## src/hdl/xea_pkg.sv

```systemverilog
// xea_pkg: shared types and codes for the x86 effective address unit
// item and result payload structs, ModRM field codes, register numbers
// no dependencies
`default_nettype none

package xea_pkg;

    // action codes
    localparam logic ACT_WRITE   = 1'b0;
    localparam logic ACT_RESOLVE = 1'b1;

    // addressing size select
    localparam logic ASIZE_16 = 1'b0;
    localparam logic ASIZE_32 = 1'b1;

    // ModRM mod field
    localparam logic [1:0] MOD_NO_DISP = 2'd0;
    localparam logic [1:0] MOD_DISP8   = 2'd1;
    localparam logic [1:0] MOD_DISP32  = 2'd2;
    localparam logic [1:0] MOD_REG     = 2'd3;

    // general register numbers
    localparam logic [2:0] REG_EAX = 3'd0;
    localparam logic [2:0] REG_ECX = 3'd1;
    localparam logic [2:0] REG_EDX = 3'd2;
    localparam logic [2:0] REG_EBX = 3'd3;
    localparam logic [2:0] REG_ESP = 3'd4;
    localparam logic [2:0] REG_EBP = 3'd5;
    localparam logic [2:0] REG_ESI = 3'd6;
    localparam logic [2:0] REG_EDI = 3'd7;

    // rm values with fixed meaning
    localparam logic [2:0] RM_SIB     = 3'd4;
    localparam logic [2:0] RM_DISP32  = 3'd5;
    localparam logic [2:0] RM16_DISP  = 3'd6;
    localparam logic [2:0] SIB_NO_IDX = 3'd4;

    // result status codes
    localparam logic STAT_OK       = 1'b0;
    localparam logic STAT_REG_FORM = 1'b1;

    localparam int NUM_REGS = 8;
    localparam int REG_W    = 32;

    typedef struct packed {
        logic        action;
        logic [2:0]  reg_index;
        logic [31:0] reg_value;
        logic [7:0]  modrm;
        logic [7:0]  sib;
        logic [31:0] displacement;
        logic [31:0] data_seg_base;
        logic [31:0] stack_seg_base;
        logic        addr32;
    } xea_in_t;

    typedef struct packed {
        logic [31:0] linear_address;
        logic        used_stack_segment;
        logic [2:0]  extra_bytes;
        logic        status;
    } xea_out_t;

endpackage

`default_nettype wire

```

## src/hdl/xea_regfile.sv

```systemverilog
// xea_regfile: eight-entry general register file, one write and two read ports
// read data is registered; valid bits make unwritten entries read as zero
// depends on xea_pkg
`default_nettype none

module xea_regfile (
    input  wire logic                                 clk,
    input  wire logic                                 rst_n,
    input  wire logic                                 wr_en,
    input  wire logic [$clog2(xea_pkg::NUM_REGS)-1:0] wr_addr,
    input  wire logic [xea_pkg::REG_W-1:0]            wr_data,
    input  wire logic                                 rd_en,
    input  wire logic [$clog2(xea_pkg::NUM_REGS)-1:0] rd_addr_a,
    input  wire logic [$clog2(xea_pkg::NUM_REGS)-1:0] rd_addr_b,
    output logic      [xea_pkg::REG_W-1:0]            rd_data_a,
    output logic      [xea_pkg::REG_W-1:0]            rd_data_b
);

    logic [xea_pkg::REG_W-1:0]    mem_reg [xea_pkg::NUM_REGS];
    logic [xea_pkg::NUM_REGS-1:0] written_reg;
    logic [xea_pkg::REG_W-1:0]    rd_a_reg;
    logic [xea_pkg::REG_W-1:0]    rd_b_reg;

    // storage write
    always_ff @(posedge clk)
    begin
        if (wr_en)
        begin
            mem_reg[wr_addr] <= wr_data;
        end
    end

    // per-entry written flags, cleared by reset
    always_ff @(posedge clk or negedge rst_n)
    begin
        if (!rst_n)
        begin
            written_reg <= '0;
        end
        else if (wr_en)
        begin
            written_reg[wr_addr] <= 1'b1;
        end
    end

    // registered reads, zero for entries not yet written
    always_ff @(posedge clk)
    begin
        if (rd_en)
        begin
            rd_a_reg <= written_reg[rd_addr_a] ? mem_reg[rd_addr_a] : '0;
            rd_b_reg <= written_reg[rd_addr_b] ? mem_reg[rd_addr_b] : '0;
        end
    end

    assign rd_data_a = rd_a_reg;
    assign rd_data_b = rd_b_reg;

endmodule

`default_nettype wire

```

## src/hdl/xea_calc.sv

```systemverilog
// xea_calc: combinational address formation for one registered item
// 16-bit and 32-bit ModRM/SIB forms, segment select and byte count
// depends on xea_pkg
`default_nettype none

module xea_calc (
    input  wire xea_pkg::xea_in_t  item,
    input  wire logic [31:0]       base_val,
    input  wire logic [31:0]       index_val,
    output xea_pkg::xea_out_t      result
);

    logic [1:0]  mod_f;
    logic [2:0]  rm_f;
    logic [1:0]  scale_f;
    logic [2:0]  index_f;
    logic [2:0]  base_f;
    logic [31:0] disp8_sx;
    logic [15:0] base16;
    logic [15:0] disp16;
    logic [15:0] off16;
    logic [31:0] base32;
    logic [31:0] index32;
    logic [31:0] disp32;
    logic [31:0] off32;
    logic [31:0] offset;
    logic        stk;
    logic [2:0]  extra;

    assign mod_f    = item.modrm[7:6];
    assign rm_f     = item.modrm[2:0];
    assign scale_f  = item.sib[7:6];
    assign index_f  = item.sib[5:3];
    assign base_f   = item.sib[2:0];
    assign disp8_sx = {{24{item.displacement[7]}}, item.displacement[7:0]};

    // address form decode and offset sum
    always_comb
    begin
        base16  = '0;
        disp16  = '0;
        off16   = '0;
        base32  = '0;
        index32 = '0;
        disp32  = '0;
        off32   = '0;
        stk     = 1'b0;
        extra   = '0;
        if (item.addr32 == xea_pkg::ASIZE_16)
        begin
            // base pair: register a plus si/di for the two-register forms
            if (rm_f[2] == 1'b0)
            begin
                base16 = base_val[15:0] + index_val[15:0];
            end
            else
            begin
                base16 = base_val[15:0];
            end
            // forms built on bp
            stk = rm_f inside {3'd2, 3'd3, xea_pkg::RM16_DISP};
            case (mod_f)
                xea_pkg::MOD_NO_DISP:
                begin
                    if (rm_f == xea_pkg::RM16_DISP)
                    begin
                        base16 = '0;
                        stk    = 1'b0;
                        disp16 = item.displacement[15:0];
                        extra  = 3'd2;
                    end
                end
                xea_pkg::MOD_DISP8:
                begin
                    disp16 = disp8_sx[15:0];
                    extra  = 3'd1;
                end
                default:
                begin
                    disp16 = item.displacement[15:0];
                    extra  = 3'd2;
                end
            endcase
            off16  = base16 + disp16;
            offset = {16'd0, off16};
        end
        else
        begin
            if (rm_f == xea_pkg::RM_SIB)
            begin
                extra = 3'd1;
                if (base_f == xea_pkg::REG_EBP && mod_f == xea_pkg::MOD_NO_DISP)
                begin
                    base32 = item.displacement;
                    extra  = 3'd5;
                end
                else
                begin
                    base32 = base_val;
                    stk    = base_f inside {xea_pkg::REG_ESP, xea_pkg::REG_EBP};
                end
                if (index_f != xea_pkg::SIB_NO_IDX)
                begin
                    index32 = index_val << scale_f;
                end
            end
            else if (rm_f == xea_pkg::RM_DISP32 && mod_f == xea_pkg::MOD_NO_DISP)
            begin
                base32 = item.displacement;
                extra  = 3'd4;
            end
            else
            begin
                base32 = base_val;
                stk    = (rm_f == xea_pkg::REG_EBP);
            end
            // trailing displacement
            case (mod_f)
                xea_pkg::MOD_DISP8:
                begin
                    disp32 = disp8_sx;
                    extra  = extra + 3'd1;
                end
                xea_pkg::MOD_DISP32:
                begin
                    disp32 = item.displacement;
                    extra  = extra + 3'd4;
                end
                default:
                begin
                    disp32 = '0;
                end
            endcase
            off32  = base32 + index32 + disp32;
            offset = off32;
        end
    end

    // segment add and special cases
    always_comb
    begin
        result = '0;
        if (item.action == xea_pkg::ACT_RESOLVE)
        begin
            if (mod_f == xea_pkg::MOD_REG)
            begin
                result.status = xea_pkg::STAT_REG_FORM;
            end
            else
            begin
                result.linear_address     = (stk ? item.stack_seg_base
                                                 : item.data_seg_base) + offset;
                result.used_stack_segment = stk;
                result.extra_bytes        = extra;
                result.status             = xea_pkg::STAT_OK;
            end
        end
    end

endmodule

`default_nettype wire

```

## src/hdl/x86_effective_address.sv

```systemverilog
// x86 effective address unit, top level
//
// Usage:
//   item channel (item_valid / item_stall / item) carries either a register
//   write (action 0: reg_index, reg_value) or an address request (action 1:
//   modrm, sib, displacement, segment bases, addr32). Every item gives exactly
//   one result on the result channel (result_valid / result_stall / result).
//   A write item returns an all-zero result; a register-form ModRM (mod 3)
//   returns status 1 with the other fields zero.
//   An accepted item passes through the register file read port into the
//   operand register, then through the address adders into the result
//   register. Throughput is one item per cycle while item_stall is low; a
//   write is visible to the very next item. The two register-file read ports
//   supply base and index.
//   When result_stall is high the result register holds and the operand
//   stage keeps working until it is full, then item_stall rises.
//   Reset (rst_n low, asynchronous) empties both stages and makes all eight
//   general registers read as zero.
// depends on xea_pkg, xea_regfile, xea_calc
`default_nettype none

module x86_effective_address (
    input  wire logic              clk,
    input  wire logic              rst_n,
    input  wire logic              item_valid,
    output logic                   item_stall,
    input  wire xea_pkg::xea_in_t  item,
    output logic                   result_valid,
    input  wire logic              result_stall,
    output xea_pkg::xea_out_t      result
);

    logic              accept;
    logic              advance;
    logic              op_valid_reg;
    logic              op_valid_next;
    xea_pkg::xea_in_t  op_item_reg;
    logic              res_valid_reg;
    logic              res_valid_next;
    xea_pkg::xea_out_t res_reg;
    xea_pkg::xea_out_t calc_out;
    logic [2:0]        addr_a;
    logic [2:0]        addr_b;
    logic [31:0]       rd_a;
    logic [31:0]       rd_b;
    logic              wr_en;

    // handshake
    assign advance    = op_valid_reg && (!res_valid_reg || !result_stall);
    assign item_stall = op_valid_reg && !advance;
    assign accept     = item_valid && !item_stall;
    assign wr_en      = accept && (item.action == xea_pkg::ACT_WRITE);

    // read port selection: port a is base, port b is si/di or sib index
    always_comb
    begin
        addr_a = item.modrm[2:0];
        addr_b = item.sib[5:3];
        if (item.addr32 == xea_pkg::ASIZE_16)
        begin
            case (item.modrm[2:0])
                3'd0:
                begin
                    addr_a = xea_pkg::REG_EBX;
                    addr_b = xea_pkg::REG_ESI;
                end
                3'd1:
                begin
                    addr_a = xea_pkg::REG_EBX;
                    addr_b = xea_pkg::REG_EDI;
                end
                3'd2:
                begin
                    addr_a = xea_pkg::REG_EBP;
                    addr_b = xea_pkg::REG_ESI;
                end
                3'd3:
                begin
                    addr_a = xea_pkg::REG_EBP;
                    addr_b = xea_pkg::REG_EDI;
                end
                3'd4:    addr_a = xea_pkg::REG_ESI;
                3'd5:    addr_a = xea_pkg::REG_EDI;
                3'd6:    addr_a = xea_pkg::REG_EBP;
                default: addr_a = xea_pkg::REG_EBX;
            endcase
        end
        else if (item.modrm[2:0] == xea_pkg::RM_SIB)
        begin
            addr_a = item.sib[2:0];
        end
    end

    xea_regfile u_regfile (
        .clk       (clk),
        .rst_n     (rst_n),
        .wr_en     (wr_en),
        .wr_addr   (item.reg_index),
        .wr_data   (item.reg_value),
        .rd_en     (accept),
        .rd_addr_a (addr_a),
        .rd_addr_b (addr_b),
        .rd_data_a (rd_a),
        .rd_data_b (rd_b)
    );

    xea_calc u_calc (
        .item      (op_item_reg),
        .base_val  (rd_a),
        .index_val (rd_b),
        .result    (calc_out)
    );

    // stage valid next values
    assign op_valid_next  = accept || (op_valid_reg && !advance);
    assign res_valid_next = advance || (res_valid_reg && result_stall);

    // control registers
    always_ff @(posedge clk or negedge rst_n)
    begin
        if (!rst_n)
        begin
            op_valid_reg  <= 1'b0;
            res_valid_reg <= 1'b0;
        end
        else
        begin
            op_valid_reg  <= op_valid_next;
            res_valid_reg <= res_valid_next;
        end
    end

    // payload registers
    always_ff @(posedge clk)
    begin
        if (accept)
        begin
            op_item_reg <= item;
        end
        if (advance)
        begin
            res_reg <= calc_out;
        end
    end

    assign result_valid = res_valid_reg;
    assign result       = res_reg;

endmodule

`default_nettype wire

```

## config.mk

```make
export PLATFORM = sky130hd
export DESIGN_NAME = x86_effective_address
export DESIGN_NICKNAME = d
export VERILOG_FILES = /design/src/hdl/xea_pkg.sv /design/src/hdl/xea_regfile.sv /design/src/hdl/xea_calc.sv /design/src/hdl/x86_effective_address.sv
export SDC_FILE = /design/constraint.sdc
export NUM_CORES = 1
export LEC_CHECK = 0
export BUFFER_PORTS_ARGS = -buffer_cell sky130_fd_sc_hd__buf_2
export CORE_MARGIN = 2
export CORE_UTILIZATION = 25
export DETAILED_ROUTE_END_ITERATION = 16
export SLEW_MARGIN = 25
export SYNTH_ARGS = -nofsm -noshare
export SYNTH_HDL_FRONTEND = slang
export SYNTH_SLANG_ARGS = --single-unit
```

## constraint.sdc

```tcl
create_clock -name clk -period 16.8 [get_ports clk]
set_input_delay 1.68 -clock clk [delete_from_list [all_inputs] [get_ports clk]]
set_output_delay 1.68 -clock clk [all_outputs]
set_load 0.05 [all_outputs]
```

== Yosys cells after proc, flatten, opt, wreduce, memory -nomap -nowiden ==
Memories as Yosys holds them, arrays and structs flattened. A register that Yosys moved wholly into a read port is not among the register bits.
Cells that the tools add are included.
Storage, ports and cells
  memories: 1
  memory bits (writable): 256
  register bits after elaboration: 161
  bits of input ports: 153
Memory list
  u_regfile.mem_reg: words 8, width 32, read ports 2, clocked after Yosys merged registers in 2, write ports 1, RTL line xea_regfile.sv:19  | logic [xea_pkg::REG_W-1:0] mem_reg [xea_pkg::NUM_REGS];
Cells by class
  $lt $le $gt $ge: 4
  $add $sub $neg: 7
  bitwise gates (word level): 3
  mux-type cells: 46
  reductions and logical operators: 25
  shift operators: 1
  eq/ne operators: 17
Operator list (count)
  2-to-1 mux 32 bit: 10
  adder 32 bit: 3
  2-to-1 mux 16 bit: 6
  case mux 32 bit (2 select lines): 1
  adder 16 bit: 2
  case mux 16 bit (2 select lines): 1
  left shift 32 x 2 -> 32 bit: 1
  == test 3 bit, second input constant: 8
  2-to-1 mux 3 bit: 8
  == test 3 x 2 -> 1 bit, second input constant: 4
  < comparator 3 x 4 -> 1 bit, second input constant: 3
  2-to-1 mux 1 bit: 12
  case mux 3 bit (2 select lines): 2
  case mux 3 bit (3 select lines): 1
  logical AND 1 bit: 8
  OR 8 bit: 1
  binary-select mux 1 bit (select 3 bit): 2
  zero test 1 bit: 6
  OR reduction 2 bit: 3
  == test 2 bit, second input constant: 2
  case mux 2 bit (2 select lines): 1
  adder 3 x 1 -> 3 bit, second input constant: 1
  adder 3 bit, second input constant: 1
  demux 1 bit (select 3 bit): 1
  other kinds (12): 15

== Longest topological paths before layout ==
  depth in word-level cells: 10
  gate-level depth with buffers: 34
  mapped depth without buffers: 34

== Cells and area by module ==
A second synthesis with hierarchy kept.
Unflattened totals
  cell total of the unflattened synthesis: 1895
  area total of the unflattened synthesis: 27641.5 µm²
Modules (own cells, without submodules)
  xea_regfile: sequential area each 9809.4 µm², area an instance 14053.5 µm², cells each 653, instances 1
  xea_calc: sequential area each 0.0 µm², area an instance 7792.5 µm², cells each 1032, instances 1
  x86_effective_address: sequential area each 5635.4 µm², area an instance 5795.6 µm², cells each 210, instances 1

== Worst setup path after synthesis ==
Ideal clock, no wire load.
  path type: register -> register
  start point: register op_item_reg[103] in the netlist's numbering
  end point: register res_reg (netlist bit result[36]) (data pin)
  buffers on the path: 4
  path slack: 10.066 ns
  required time: 16.534 ns
  arrival time: 6.468 ns
  cell stages (with the launch flop): 31
  path through: edfxtp_1 > buf_2 > buf_1 > buf_2 > buf_2 > mux2i_1 > nand2_1 > nand3_1 > fa_1 > inv_1 > ha_1 > a21o_1 > a21o_1 > a2111oi_0 > o21ai_1 > a31o_1 > a21o_1 > a21o_1 > a21oi_1 > xor2_1 > nor2_1 > ha_1 > nand2_1 > or3_1 > o221a_2 > o311ai_1 > nand2_2 > o31ai_2 > a31oi_2 > xnor3_1 > nor2_1
On the way
  longest elaborated chain between the ends: 8
RTL lines
  start: declaration: RTL line x86_effective_address.sv:37  | xea_pkg::xea_in_t op_item_reg;
  start signal: assignment: RTL line x86_effective_address.sv:138  | op_item_reg <= item;
  left shift 32 x 2 -> 32 bit: RTL line xea_calc.sv:104  | index32 = index_val << scale_f;
  2-to-1 mux 32 bit: RTL line xea_calc.sv:102  | if (index_f != xea_pkg::SIB_NO_IDX)
  2-to-1 mux 32 bit: RTL line xea_calc.sv:89  | if (rm_f == xea_pkg::RM_SIB)
  2-to-1 mux 32 bit: RTL line xea_calc.sv:49  | if (item.addr32 == xea_pkg::ASIZE_16)
  adder 32 bit (2 in a row): RTL line xea_calc.sv:134  | off32 = base32 + index32 + disp32;
  2-to-1 mux 32 bit: RTL line xea_calc.sv:49
  adder 32 bit: RTL line xea_calc.sv:152  | : item.data_seg_base) + offset;
  end signal: assignment: RTL line x86_effective_address.sv:142  | res_reg <= calc_out;
  end: declaration: RTL line x86_effective_address.sv:40  | xea_pkg::xea_out_t res_reg;
Every way passes these cells. The select of a mux whose other input is x is not followed.
A chain may end at the register's enable or synchronous reset.

== Worst setup path after layout ==
  start point: register op_item_reg[107] in the netlist's numbering
  end point: register res_reg (netlist bit result[35]) (data pin)
On the way
  longest elaborated chain between the ends: 9
RTL lines
  == test 3 bit: RTL line xea_calc.sv:107, xea_calc.sv:115
  logical AND 1 bit: RTL line xea_calc.sv:107  | else if (rm_f == xea_pkg::RM_DISP32 && mod_f == xea_pkg::MOD_NO_DISP)
  2-to-1 mux 32 bit: RTL line xea_calc.sv:107
  2-to-1 mux 32 bit: RTL line xea_calc.sv:89
  2-to-1 mux 32 bit: RTL line xea_calc.sv:49
  adder 32 bit (2 in a row): RTL line xea_calc.sv:134
  2-to-1 mux 32 bit: RTL line xea_calc.sv:49
  adder 32 bit (*): RTL line xea_calc.sv:152
Mark *: on every way between the ends. The rest lies on a longest branch, timed or not. The select of a mux whose other input is x is not followed.

==> metrics.md <==
| Metric | Value |
|---|---|
| Post-route cell area | `0.0307 mm²` |
| Fin crit period | `~7700 ps` |
| Capturing point of the worst reg2reg path | `result[35]` |
| Crit-path max FO | `24` |
| DIE AREA | `0.107 mm²` |
| TritonRoute pass-1 iters | `7` |
| Post-synth EDFFs | `468` |
| Sink Count | `478` |
| Num ports | `192` |
| Synth-to-layout area growth | `17.4%` |
| Vias | `16357` |
| End of the critical path | `result[35]` |
| Total Nets Final | `roughly 2400` |
| Dpl cells | `3430` |
| Vias in the first global route | `16448` |
| Worst R2R Path Depth | `29` |
| Share of post-route cells with drive strength above 1 | `25.7%` |
| Post-Synthesis Cells | `1922` |
| I/O Buffers | `188` |
| Crit start category | `flip-flop` |
| Resize count post-CTS | `0` |
| Placed cell area | `between 0.02 and 0.03 mm²` |
| Max-cap violation count | `0` |
| Worst path slowest cell | `and2_1` |
| Main synth FF type | `edfxtp_1` |
| Sequential element share of the synthesized area | `a little over half` |
| Most frequent cells in the layout | `468 x edfxtp_1, 221 x nand2_1, 188 x buf_2` |
| Hold Buf Count CTS | `0` |
| Post-Place Setup Slack | `9140 ps` |
| Post-Route WL | `69500 µm` |
| Detailed placer's ending HPWL | `between 40000 and 50000 µm` |
| Clk buf depth | `3` |
| Initial antenna violation count | `29` |
| Hold Fails Final Rpt | `0` |
| R2R Path Start | `op_item_reg[107]` |
| Synth warn | `0` |
| Final setup margin | `9130 ps` |
| Initial Util | `25.2%` |
| CTS tree | `done` |
| Outcome | `completed` |
| Final setup vio count | `0` |
| CP Launch Point | `op_item_reg[107]` |
| Root buffer cell | `clkbuf_16` |
| Post-synth ARST share | `2.09%` |
| Slew at the pin closest to its max-slew limit | `1080 ps` |
| Worst R2R Setup Slack | `a little over 9000 ps` |
| Vias per Instance | `4.62` |
| GR Util All Layers | `12.8%` |
| RSZ-0062 raised after global routing | `no` |
| Post-synthesis cell type count | `75` |
| Overflow after GRT | `0` |
| Die width | `about 330 µm` |
| Crit-path most repeated cell | `a21o_1` |
| Clk pin slew, worst setup/hold paths | `~60 ps` |
| First-pass GRT wire length | `between 100000 and 150000 µm` |
| Crit path kind | `reg2reg` |
| Core area | `slightly above 0.1 mm²` |
| Leak pwr | `between 10 and 15 nW` |
| Clock Skew | `66.2 ps` |
| Die Ht | `~330 µm` |
| Max_slew headroom | `between 20 and 30%` |
| Largest stage delay, worst path | `610 ps` |
| WL/cell | `19.6 µm` |
| # rows | `118` |
| Setup crit end kind | `flip-flop` |
| H-Tree Depth | `2` |
| Syn_nets | `2208` |
| Postcts setup bufs | `0` |
| Max reg flops | `256` |
| Syn Area/Cell | `13.6 µm²` |
| Initial DRC count | `1274` |
| RD Place Congestion | `between 0.7 and 0.8` |
| Minimum hold slack | `483 ps` |
| Critical path required time | `17170 ps` |
| Most common cell after layout, fill and taps aside | `edfxtp_1` |
| Post-Route Setup TNS | `0 ps` |
| Max-slew violations | `0` |
| DRC | `0` |
| Largest net degree at the start of global routing | `67` |
| Peak VDD IR | `around 90 µV` |
| Worst-skew pair later-pin latency | `670 ps` |
| Post-route antenna net violation count | `0` |
| Cell area power density | `116 mW/mm²` |
| Fmax | `0.130 GHz` |
| Worst Hold Class | `reg2reg` |
| Worst EP arrival | `8040 ps` |
| TritonCTS Buffers | `54` |
| Mapped Area | `roughly 0.026 mm²` |
| Final non-filler cell total | `3538` |
| Synthesized flop and latch total | `~480` |
| Period utilization | `45.6%` |
## report_power, final
part	total [mW]	internal [mW]	switching, mW
sequential	1.44	1.40	0.0358
clock	1.21	0.692	0.519
combinational	0.907	0.361	0.546
## critical path, delay by kind of cell, from the launching register on
kind	cells	cell delay (ps)
simple gates	5	1500
mux	1	120
flops	1	320
buf+inv	3	500
xor+xnor	2	310
fa+ha+maj	3	1250
compound gates	15	3340
## kinds of logic after synthesis
group	share of synthesized area [%]
fa+ha+maj	7.36
mux	16.2
buf+inv	2.37
compound gates	8.85
flops	54.6
xor+xnor	2.49
simple gates	8.14
## how the worst min path moves through the flow
stage,cells past startpoint,startpoint,slack [ps],endpoint
after floorplan,1,op_valid_reg,440,result_valid
after global placement,1,op_valid_reg,460,result_valid
after detailed placement,1,op_valid_reg,470,result_valid
after CTS,1,u_regfile.written_reg[1],480,u_regfile.written_reg[1]
after global routing,1,u_regfile.written_reg[1],510,u_regfile.written_reg[1]
final,1,op_valid_reg,480,result_valid
## cell type report
type,count,area [µm²]
Antenna cell,4,10.0
Clock buffer,63,1420
Clock inverter,39,433
Fill cell,10447,73100
Inverter,65,249
Multi-Input combinational cell,1289,11400
Sequential cell,478,14300
Tap cell,1380,1730
Timing Repair Buffer,220,1210
## layer usage
| layer | global-route usage (%) | share of wire, % | vias up |
|---|---|---|---|
| li1 | - | - | 7759 |
| met1 | 16.7 | 44 | 7999 |
| met2 | 20.2 | 45 | 434 |
| met5 | 0 | 0.36 | - |
| met3 | 4.67 | 8.8 | 121 |
| met4 | 2.71 | 1.8 | 44 |
## synth_stat cells, types with 41 or more instances
| cell type | instances | area [µm²] |
|---|---|---|
| edfxtp_1 | 468 | 14100 |
| nand2_1 | 221 | 830 |
| a21oi_1 | 163 | 816 |
| mux4_2 | 145 | 3270 |
| nor2_1 | 106 | 398 |
| ha_1 | 98 | 1230 |
| clkbuf_1 | 65 | 244 |
| inv_1 | 64 | 240 |
| a21o_1 | 55 | 413 |
| mux2_2 | 49 | 552 |
| o21ai_0 | 43 | 215 |
| mux2i_1 | 42 | 420 |
| xnor2_1 | 41 | 359 |
## stage by stage
| step | power [mW] | util [%] |
|---|---|---|
| final | 3.55 | 29.6 |
| after global routing | 3.75 | 29.6 |
| after detailed placement | 2.37 | 27.8 |
| after floorplan | 2.13 | - |
| after CTS | 3.60 | 29.6 |
| after global placement | 2.36 | 27.8 |
(Power assumes the default switching activity.)
